<file path="config.mk">
export PLATFORM = sky130hd
export DESIGN_NAME = nearest_point_select_move
export DESIGN_NICKNAME = d
export VERILOG_FILES = /design/src/rtl/nps_pkg.sv /design/src/rtl/nearest_point_select_move.sv /design/src/rtl/nps_ctrl.sv /design/src/rtl/nps_dpath.sv
export SDC_FILE = /design/constraint.sdc
export NUM_CORES = 2
export LEC_CHECK = 0
export ABC_CLOCK_PERIOD_IN_PS = 7850
export BUFFER_PORTS_ARGS = -buffer_cell sky130_fd_sc_hd__buf_2
export CAP_MARGIN = 20
export CORE_MARGIN = 2
export CORE_UTILIZATION = 42
export DETAILED_ROUTE_END_ITERATION = 6
export PLACE_DENSITY_LB_ADDON = 0.2
export REMOVE_ABC_BUFFERS = 1
export SYNTH_ARGS = -nofsm -noshare
export SYNTH_HDL_FRONTEND = slang
export SYNTH_SLANG_ARGS = --single-unit
export TNS_END_PERCENT = 50
</file>
<file path="constraint.sdc">
create_clock -name clk -period 7.85 [get_ports clk]
set_input_delay 0.785 -clock clk [delete_from_list [all_inputs] [get_ports clk]]
set_output_delay 0.785 -clock clk [all_outputs]
set_load 0.02 [all_outputs]
</file>
<file path="src/rtl/nps_pkg.sv">
// shared types, codes and helpers for the nearest point select and move block
// no dependencies
`default_nettype none

package nps_pkg;

  localparam int MAX_POINTS_DEF = 64;
  localparam int COORD_W = 12;
  localparam int FUNC_W = 3;
  localparam int CLICK_W = 10;
  localparam int WH_W = 10;
  localparam logic [WH_W-1:0] WH_RESET = 10'd500;

  localparam logic signed [COORD_W:0] STEP = 13'sd5;
  localparam logic signed [COORD_W:0] COORD_MAX = 13'sd2047;
  localparam logic signed [COORD_W:0] COORD_MIN = -13'sd2048;

  localparam logic [FUNC_W-1:0] FUNC_ADD = 3'd0;
  localparam logic [FUNC_W-1:0] FUNC_SELECT = 3'd1;
  localparam logic [FUNC_W-1:0] FUNC_UP = 3'd2;
  localparam logic [FUNC_W-1:0] FUNC_DOWN = 3'd3;
  localparam logic [FUNC_W-1:0] FUNC_LEFT = 3'd4;
  localparam logic [FUNC_W-1:0] FUNC_RIGHT = 3'd5;

  typedef struct packed {
    logic [FUNC_W-1:0] func;
    logic [CLICK_W-1:0] click_x;
    logic [CLICK_W-1:0] click_y;
  } in_t;

  typedef struct packed {
    logic selected_valid;
    logic [5:0] selected_index;
    logic signed [COORD_W-1:0] selected_x;
    logic signed [COORD_W-1:0] selected_y;
    logic [6:0] point_count;
    logic dropped;
  } out_t;

  typedef enum logic [2:0] {
    S_IDLE,
    S_EXEC,
    S_SCAN,
    S_MOVE,
    S_FETCH,
    S_OUT
  } state_t;

  typedef struct packed {
    logic load_item;
    logic add_item;
    logic scan_start;
    logic scan_run;
    logic scan_commit;
    logic do_move;
    logic out_load;
  } cmd_t;

  typedef struct packed {
    logic [FUNC_W-1:0] func;
    logic empty;
    logic chosen_valid;
    logic scan_done;
    logic out_free;
  } status_t;

  function automatic logic signed [COORD_W-1:0] sat_step(
    input logic signed [COORD_W-1:0] v,
    input logic down
  );
    logic signed [COORD_W:0] s;
    s = $signed({v[COORD_W-1], v}) + (down ? -STEP : STEP);
    if (s > COORD_MAX) begin
      return COORD_MAX[COORD_W-1:0];
    end else if (s < COORD_MIN) begin
      return COORD_MIN[COORD_W-1:0];
    end else begin
      return s[COORD_W-1:0];
    end
  endfunction

endpackage

`default_nettype wire

</file>
<file path="src/rtl/nearest_point_select_move.sv">
// Nearest point select and move: keeps up to MAX_POINTS points in a single-port-write,
// registered-read memory. Each item gives one result beat. An accepted item enters the exec
// state; add and unused codes, a select with no points and a move with nothing selected go
// on to fetch, a move first writes its stepped point back in the move state, and a select
// walks the stored points one memory read per cycle through a two-stage squared-distance
// pipeline in the scan state. Fetch reads the chosen point and out loads the result; the next
// item is taken in the cycle after, and a stalled result holds off the input until taken.
`default_nettype none

module nearest_point_select_move #(
  parameter int MAX_POINTS = nps_pkg::MAX_POINTS_DEF
) (
  input  wire logic                       clk,
  input  wire logic                       rst,
  input  wire logic                       in_valid,
  output logic                            in_stall,
  input  wire nps_pkg::in_t               in_data,
  output logic                            out_valid,
  input  wire logic                       out_stall,
  output nps_pkg::out_t                   out_data,
  input  wire logic                       cfg_valid,
  output logic                            cfg_ready,
  input  wire logic [nps_pkg::WH_W-1:0]   cfg_data
);

  nps_pkg::cmd_t cmd;
  nps_pkg::status_t status;

  assign cfg_ready = 1'b1;

  nps_ctrl u_ctrl (
    .clk      (clk),
    .rst      (rst),
    .in_valid (in_valid),
    .in_stall (in_stall),
    .status   (status),
    .cmd      (cmd)
  );

  nps_dpath #(
    .MAX_POINTS (MAX_POINTS)
  ) u_dpath (
    .clk       (clk),
    .rst       (rst),
    .in_data   (in_data),
    .cfg_valid (cfg_valid),
    .cfg_data  (cfg_data),
    .out_stall (out_stall),
    .out_valid (out_valid),
    .out_data  (out_data),
    .cmd       (cmd),
    .status    (status)
  );

endmodule

`default_nettype wire

</file>
<file path="src/rtl/nps_ctrl.sv">
// controller state machine sequencing add, nearest scan, move and result beats
// depends on nps_pkg
`default_nettype none

module nps_ctrl (
  input  wire logic             clk,
  input  wire logic             rst,
  input  wire logic             in_valid,
  output logic                  in_stall,
  input  wire nps_pkg::status_t status,
  output nps_pkg::cmd_t         cmd
);

  nps_pkg::state_t state;
  nps_pkg::state_t state_next;
  logic is_move;

  assign is_move = (status.func == nps_pkg::FUNC_UP) || (status.func == nps_pkg::FUNC_DOWN) ||
                   (status.func == nps_pkg::FUNC_LEFT) || (status.func == nps_pkg::FUNC_RIGHT);

  always_ff @(posedge clk) begin
    if (rst) begin
      state <= nps_pkg::S_IDLE;
    end else begin
      state <= state_next;
    end
  end

  always_comb begin
    state_next = state;
    unique case (state)
      nps_pkg::S_IDLE: begin
        if (in_valid) state_next = nps_pkg::S_EXEC;
      end
      nps_pkg::S_EXEC: begin
        priority if (status.func == nps_pkg::FUNC_SELECT && !status.empty) begin
          state_next = nps_pkg::S_SCAN;
        end else if (is_move && status.chosen_valid) begin
          state_next = nps_pkg::S_MOVE;
        end else begin
          state_next = nps_pkg::S_FETCH;
        end
      end
      nps_pkg::S_SCAN: begin
        if (status.scan_done) state_next = nps_pkg::S_FETCH;
      end
      nps_pkg::S_MOVE: state_next = nps_pkg::S_FETCH;
      nps_pkg::S_FETCH: state_next = nps_pkg::S_OUT;
      nps_pkg::S_OUT: begin
        if (status.out_free) state_next = nps_pkg::S_IDLE;
      end
      default: state_next = nps_pkg::S_IDLE;
    endcase
  end

  always_comb begin
    in_stall = (state != nps_pkg::S_IDLE);
    cmd = '0;
    unique case (state)
      nps_pkg::S_IDLE: cmd.load_item = in_valid;
      nps_pkg::S_EXEC: begin
        cmd.add_item = (status.func == nps_pkg::FUNC_ADD);
        cmd.scan_start = (status.func == nps_pkg::FUNC_SELECT) && !status.empty;
      end
      nps_pkg::S_SCAN: begin
        cmd.scan_run = 1'b1;
        cmd.scan_commit = status.scan_done;
      end
      nps_pkg::S_MOVE: cmd.do_move = 1'b1;
      nps_pkg::S_FETCH: ;
      nps_pkg::S_OUT: cmd.out_load = status.out_free;
      default: ;
    endcase
  end

endmodule

`default_nettype wire

</file>
<file path="src/rtl/nps_dpath.sv">
// datapath: point memory, count and selection registers, distance pipeline,
// move arithmetic and result register; depends on nps_pkg
`default_nettype none

module nps_dpath #(
  parameter int MAX_POINTS = nps_pkg::MAX_POINTS_DEF
) (
  input  wire logic                          clk,
  input  wire logic                          rst,
  input  wire nps_pkg::in_t                  in_data,
  input  wire logic                          cfg_valid,
  input  wire logic [nps_pkg::WH_W-1:0]      cfg_data,
  input  wire logic                          out_stall,
  output logic                               out_valid,
  output nps_pkg::out_t                      out_data,
  input  wire nps_pkg::cmd_t                 cmd,
  output nps_pkg::status_t                   status
);

  localparam int IDX_W = $clog2(MAX_POINTS);
  localparam int CNT_W = $clog2(MAX_POINTS + 1);
  localparam int CW = nps_pkg::COORD_W;
  localparam int DIST_W = 2 * CW + 1;

  logic [2*CW-1:0] mem [MAX_POINTS];
  logic [2*CW-1:0] rdata;
  logic [IDX_W-1:0] rd_addr;
  logic wr_en;
  logic [IDX_W-1:0] wr_addr;
  logic [2*CW-1:0] wr_data;

  logic [nps_pkg::WH_W-1:0] window_height;
  logic [nps_pkg::FUNC_W-1:0] item_func;
  logic signed [CW-1:0] item_x;
  logic signed [CW-1:0] item_y;
  logic dropped;

  logic [CNT_W-1:0] count;
  logic [IDX_W-1:0] chosen_index;
  logic chosen_valid;
  logic full;

  logic [CNT_W-1:0] scan_addr;
  logic scan_issue;
  logic v1;
  logic v2;
  logic [IDX_W-1:0] idx1;
  logic [IDX_W-1:0] idx2;
  logic [2*CW-1:0] sq_x;
  logic [2*CW-1:0] sq_y;
  logic [DIST_W-1:0] best;
  logic [IDX_W-1:0] best_i;
  logic found;

  logic signed [CW-1:0] px;
  logic signed [CW-1:0] py;
  logic signed [CW:0] dx;
  logic signed [CW:0] dy;
  logic signed [2*CW+1:0] dx_sq;
  logic signed [2*CW+1:0] dy_sq;
  logic [DIST_W-1:0] cand_dist;
  logic signed [CW-1:0] mx;
  logic signed [CW-1:0] my;

  assign px = rdata[2*CW-1:CW];
  assign py = rdata[CW-1:0];
  assign full = (count == CNT_W'(MAX_POINTS));
  assign scan_issue = cmd.scan_run && (scan_addr < count);
  assign rd_addr = cmd.scan_run ? scan_addr[IDX_W-1:0] : chosen_index;

  always_comb begin
    mx = px;
    my = py;
    unique case (item_func)
      nps_pkg::FUNC_UP: my = nps_pkg::sat_step(py, 1'b0);
      nps_pkg::FUNC_DOWN: my = nps_pkg::sat_step(py, 1'b1);
      nps_pkg::FUNC_LEFT: mx = nps_pkg::sat_step(px, 1'b1);
      nps_pkg::FUNC_RIGHT: mx = nps_pkg::sat_step(px, 1'b0);
      default: ;
    endcase
  end

  always_comb begin
    wr_en = 1'b0;
    wr_addr = chosen_index;
    wr_data = {mx, my};
    if (cmd.add_item && !full) begin
      wr_en = 1'b1;
      wr_addr = count[IDX_W-1:0];
      wr_data = {item_x, item_y};
    end else if (cmd.do_move) begin
      wr_en = 1'b1;
    end
  end

  always_ff @(posedge clk) begin
    if (wr_en) mem[wr_addr] <= wr_data;
    rdata <= mem[rd_addr];
  end

  assign dx = $signed({item_x[CW-1], item_x}) - $signed({px[CW-1], px});
  assign dy = $signed({item_y[CW-1], item_y}) - $signed({py[CW-1], py});
  assign dx_sq = dx * dx;
  assign dy_sq = dy * dy;
  assign cand_dist = DIST_W'(sq_x) + DIST_W'(sq_y);

  always_ff @(posedge clk) begin
    if (rst) begin
      window_height <= nps_pkg::WH_RESET;
      count <= '0;
      chosen_index <= '0;
      chosen_valid <= 1'b0;
      v1 <= 1'b0;
      v2 <= 1'b0;
      found <= 1'b0;
      out_valid <= 1'b0;
    end else begin
      if (cfg_valid) window_height <= cfg_data;
      if (cmd.add_item && !full) count <= count + CNT_W'(1);
      v1 <= scan_issue;
      v2 <= v1;
      if (cmd.scan_start) begin
        found <= 1'b0;
      end else if (v2 && (!found || cand_dist < best)) begin
        found <= 1'b1;
      end
      if (cmd.scan_commit && found) begin
        chosen_index <= best_i;
        chosen_valid <= 1'b1;
      end
      if (cmd.out_load) begin
        out_valid <= 1'b1;
      end else if (!out_stall) begin
        out_valid <= 1'b0;
      end
    end
  end

  always_ff @(posedge clk) begin
    if (cmd.load_item) begin
      item_func <= in_data.func;
      item_x <= CW'({2'b00, in_data.click_x});
      item_y <= CW'({2'b00, window_height}) - CW'({2'b00, in_data.click_y});
      dropped <= 1'b0;
    end else if (cmd.add_item && full) begin
      dropped <= 1'b1;
    end
    if (cmd.scan_start) begin
      scan_addr <= '0;
    end else if (scan_issue) begin
      scan_addr <= scan_addr + CNT_W'(1);
    end
    idx1 <= scan_addr[IDX_W-1:0];
    idx2 <= idx1;
    sq_x <= dx_sq[2*CW-1:0];
    sq_y <= dy_sq[2*CW-1:0];
    if (v2 && (!found || cand_dist < best)) begin
      best <= cand_dist;
      best_i <= idx2;
    end
    if (cmd.out_load) begin
      out_data.selected_valid <= chosen_valid;
      out_data.selected_index <= chosen_valid ? 6'(chosen_index) : 6'd0;
      out_data.selected_x <= chosen_valid ? px : '0;
      out_data.selected_y <= chosen_valid ? py : '0;
      out_data.point_count <= 7'(count);
      out_data.dropped <= dropped;
    end
  end

  assign status.func = item_func;
  assign status.empty = (count == '0);
  assign status.chosen_valid = chosen_valid;
  assign status.scan_done = (scan_addr == count) && !v1 && !v2;
  assign status.out_free = !out_valid || !out_stall;

endmodule

`default_nettype wire
</file>
==> impl_metrics.env <==
export IMPL_status="completed"
export IMPL_grt_overflow=0
export IMPL_register_area_um2=51400
export IMPL_grt_max_degree=160
export IMPL_num_vias=52871
export IMPL_fin_crit_ns=7.51
export IMPL_relSlewSlack_pct=25.4
export IMPL_hp_class="in -> reg"
export IMPL_wl_per_cell_um=23.5
export IMPL_syn2layout_area_growth_pct=12.6
export IMPL_hold_viol=0
export IMPL_finalSetupViolations=0
export IMPL_ys_async_sr_fraction_pct=0
export IMPL_antenna_found_initial=15
export IMPL_reg2reg_slack_ns=0.34
export IMPL_worstSetupStartpointType="flop"
export IMPL_fp_row_count=163
export IMPL_combPwrFrac_pct=56.7
export IMPL_layout_common_cells="edfxtp_1 (1630), nand2_1 (1326), inv_1 (428)"
export IMPL_power_frac_seq_pct=24.3
export IMPL_io_pins=80
export IMPL_multiInputGateArea_um2=29600
export IMPL_fp_dieW_um=450
export IMPL_initial_core_util_pct=42.3
export IMPL_netlist_instances=6668
export IMPL_drt_wl_total_mm=225
export IMPL_required_ns=8.59
export IMPL_port_buffer_count=78
export IMPL_clkTransAtPathRegs_ns=0.06
export IMPL_worstSkewPairLatency_ns=0.84
export IMPL_power_density_nw_per_um2=484
export IMPL_first_pass_iters=5
export IMPL_die_y_um=450
export IMPL_grt_pass1_vias=51625
export IMPL_arrival_ns=8.24
export IMPL_synth_edf_count=1630
export IMPL_yosys_warnings=0
export IMPL_max_freq_ghz=0.133
export IMPL_drtIter0Drc=4897
export IMPL_grt_pass1_wl_mm=333
export IMPL_final_util_pct=47.6
export IMPL_leakage_uw=0.0350
export IMPL_vias_per_cell=5.52
export IMPL_syn_area_um2=83600
export IMPL_cts_buffers=187
export IMPL_vdd_ir_drop_max_v=0.00130
export IMPL_p_clk_share_pct=19.0
export IMPL_slew_viol_final=0
export IMPL_grt_util_all_layers_pct=21.8
export IMPL_htreeDepth=4
export IMPL_switching_power_uw=18000
export IMPL_post_dp_hpwl_mm=137
export IMPL_p_int_uw=27600
export IMPL_antenna_left=0
export IMPL_ys_types=86
export IMPL_seq_area_frac_synth_pct=61.4
export IMPL_worst_pin_slew_ns=1.12
export IMPL_ys_flop_type="edfxtp_1"
export IMPL_hold_buffers=0
export IMPL_route_detailed_drc=0
export IMPL_synth_seq_cells=1751
export IMPL_dieArea_um2=203000
export IMPL_drive_gt1_share_pct=9.86
export IMPL_skew_ns=0.0572
export IMPL_critPathMaxFanout=8
export IMPL_root_buffer="clkbuf_16"
export IMPL_place_gp_congestion=0.878
export IMPL_nets=7303
export IMPL_endpoint_kind="flop"
export IMPL_core_area_um2=198000
export IMPL_fillers=17379
export IMPL_fin_tns_setup_ns=0
export IMPL_final_common_cell="edfxtp_1"
export IMPL_p_sw_share_pct=39.5
export IMPL_post_route_period_util_pct=95.6
export IMPL_cts_tree="yes"
export IMPL_cts_buffer_depth=3
export IMPL_cap_violations=0
export IMPL_worstSetupPathType="reg -> reg"
export IMPL_clkSinkCount=1751
export IMPL_avgSynthCellArea_um2=12.5
-- layout make-up --
| type | count | share of cell area [%] |
|---|---|---|
| Sequential cell | 1751 | 54.6 |
| Multi-Input combinational cell | 4121 | 31.5 |
| Clock buffer | 247 | 5.37 |
| Tap cell | 2640 | 3.51 |
| Timing Repair Buffer | 271 | 2.27 |
| Inverter | 439 | 1.75 |
| Clock inverter | 98 | 1.04 |
| Antenna cell | 7 | 0.0186 |
-- metal layers --
layer / track usage [%] / part of all wire (%) / vias up
li1: - / - / 24150
met1: 29.8 / 43 / 26727
met2: 35.2 / 47 / 1664
met3: 3.40 / 6.2 / 318
met4: 8.25 / 3.8 / 12
met5: 0 / 0.038 / -
-- power by group through the flow --
| stage | Sequential, uW | Clock [uW] | Combinational (uW) |
|---|---|---|---|
| CTS | 11100 | 8810 | 26200 |
| detailed placement | 11300 | 0 | 26000 |
| finish | 11100 | 8650 | 25800 |
| global placement | 11300 | 0 | 25600 |
| floorplan | 11200 | 0 | 19500 |
| global route | 11100 | 9180 | 29500 |
-- flip-flops by register name, indices dropped and copies added, names as in the netlist, 7 cells and up --
| register | count |
|---|---|
| u_dpath.best | 25 |
| u_dpath.count | 7 |
| u_dpath.item_x | 10 |
| u_dpath.item_y | 11 |
| u_dpath.mem | 1536 |
| u_dpath.out_data | 39 |
| u_dpath.rdata | 24 |
| u_dpath.scan_addr | 7 |
| u_dpath.sq_x | 23 |
| u_dpath.sq_y | 23 |
| u_dpath.window_height | 10 |
-- per-stage QoR --
stage | area [um^2] | total power [uW] | std cells | setup slack, ns | hold WS, ns
floorplan | 81900 | 30700 | 6311 | -4.06 | 0.310
global placement | 87800 | 36900 | 9212 | 0.0633 | 0.310
detailed placement | 87800 | 37300 | 9213 | 0.0335 | 0.312
CTS | 93900 | 46100 | 9558 | 0.0294 | 0.103
global route | 94100 | 49700 | 9568 | -0.000269 | 0.115
finish | 94100 | 45600 | 9574 | 0.344 | 0.159
-- logic make-up (layout without fill, tap and decap cells) --
group / Yosys count / in the layout / synth area share (%)
AOI/OAI and AO/OA: 756 / 756 / 6.52
muxes: 385 / 385 / 4.63
DFF: 1751 / 1751 / 61.4
buffers and inverters: 796 / 1055 / 4.01
adders and majority gates: 494 / 494 / 9.78
and+or+nand+nor: 2373 / 2373 / 12.4
other: 1 / 8 / 0.00449
xor gates and xnor gates: 112 / 112 / 1.17
-- final timing paths --
path,startpoint,to,cells past startpoint
setup / recovery,u_dpath.rdata[1],u_dpath.sq_y[22],26
hold / removal,in_data[11],u_dpath.item_x[1],1
setup reg to reg,u_dpath.rdata[1],u_dpath.sq_y[22],26
hold reg to reg,u_dpath.idx1[1],u_dpath.idx2[1],0
-- worst max-delay path, cell delays in order (launching register included) --
cell,delay (ns)
dfxtp_2,0.43
inv_1,0.14
ha_1,0.29
nor2b_1,0.13
o21a_1,0.17
o21ai_0,0.23
a21oi_1,0.16
a311oi_1,0.35
xnor2_1,0.23
nor2_2,0.18
inv_1,0.08
fa_1,0.50
inv_1,0.06
fa_1,0.53
fa_1,0.45
fa_1,0.57
fa_1,0.43
ha_1,0.29
ha_1,0.24
or3_1,0.42
o311a_1,0.39
o41ai_2,0.25
buf_4,0.19
o2111ai_1,0.16
a31o_2,0.26
a21oi_1,0.17
xnor2_1,0.14
-- timing repair --
action	in CTS	in global routing
pin swaps	0	1
endpoints found under the setup margin	1	15
gates resized for setup	1	19
setup buffers	0	2
cloned	0	0
-- synthesized netlist by cell type, types with 25 or more instances --
library cell	instances	area share [%]
o21a_1	27	0.24
a21oi_1	130	0.78
mux2i_1	383	4.6
xnor2_1	85	0.89
xor2_1	27	0.28
a32oi_1	26	0.27
and2_1	39	0.29
nor2_1	267	1.2
a211oi_1	32	0.29
dfxtp_1	121	2.9
and3_1	129	0.97
nand2_1	1328	6.0
a311o_1	25	0.30
clkbuf_1	177	0.79
fa_1	266	6.4
nor3_1	60	0.36
a211o_1	33	0.35
nor2b_1	34	0.25
a31oi_1	81	0.61
nand2b_1	28	0.21
nand3_1	379	2.3
buf_2	133	0.80
o21ai_0	97	0.58
a21o_1	33	0.30
nand3b_1	26	0.23
edfxtp_1	1630	59
ha_1	228	3.4
inv_1	430	1.9
a311oi_1	170	1.8
Power figures use the tool's default switching activity.
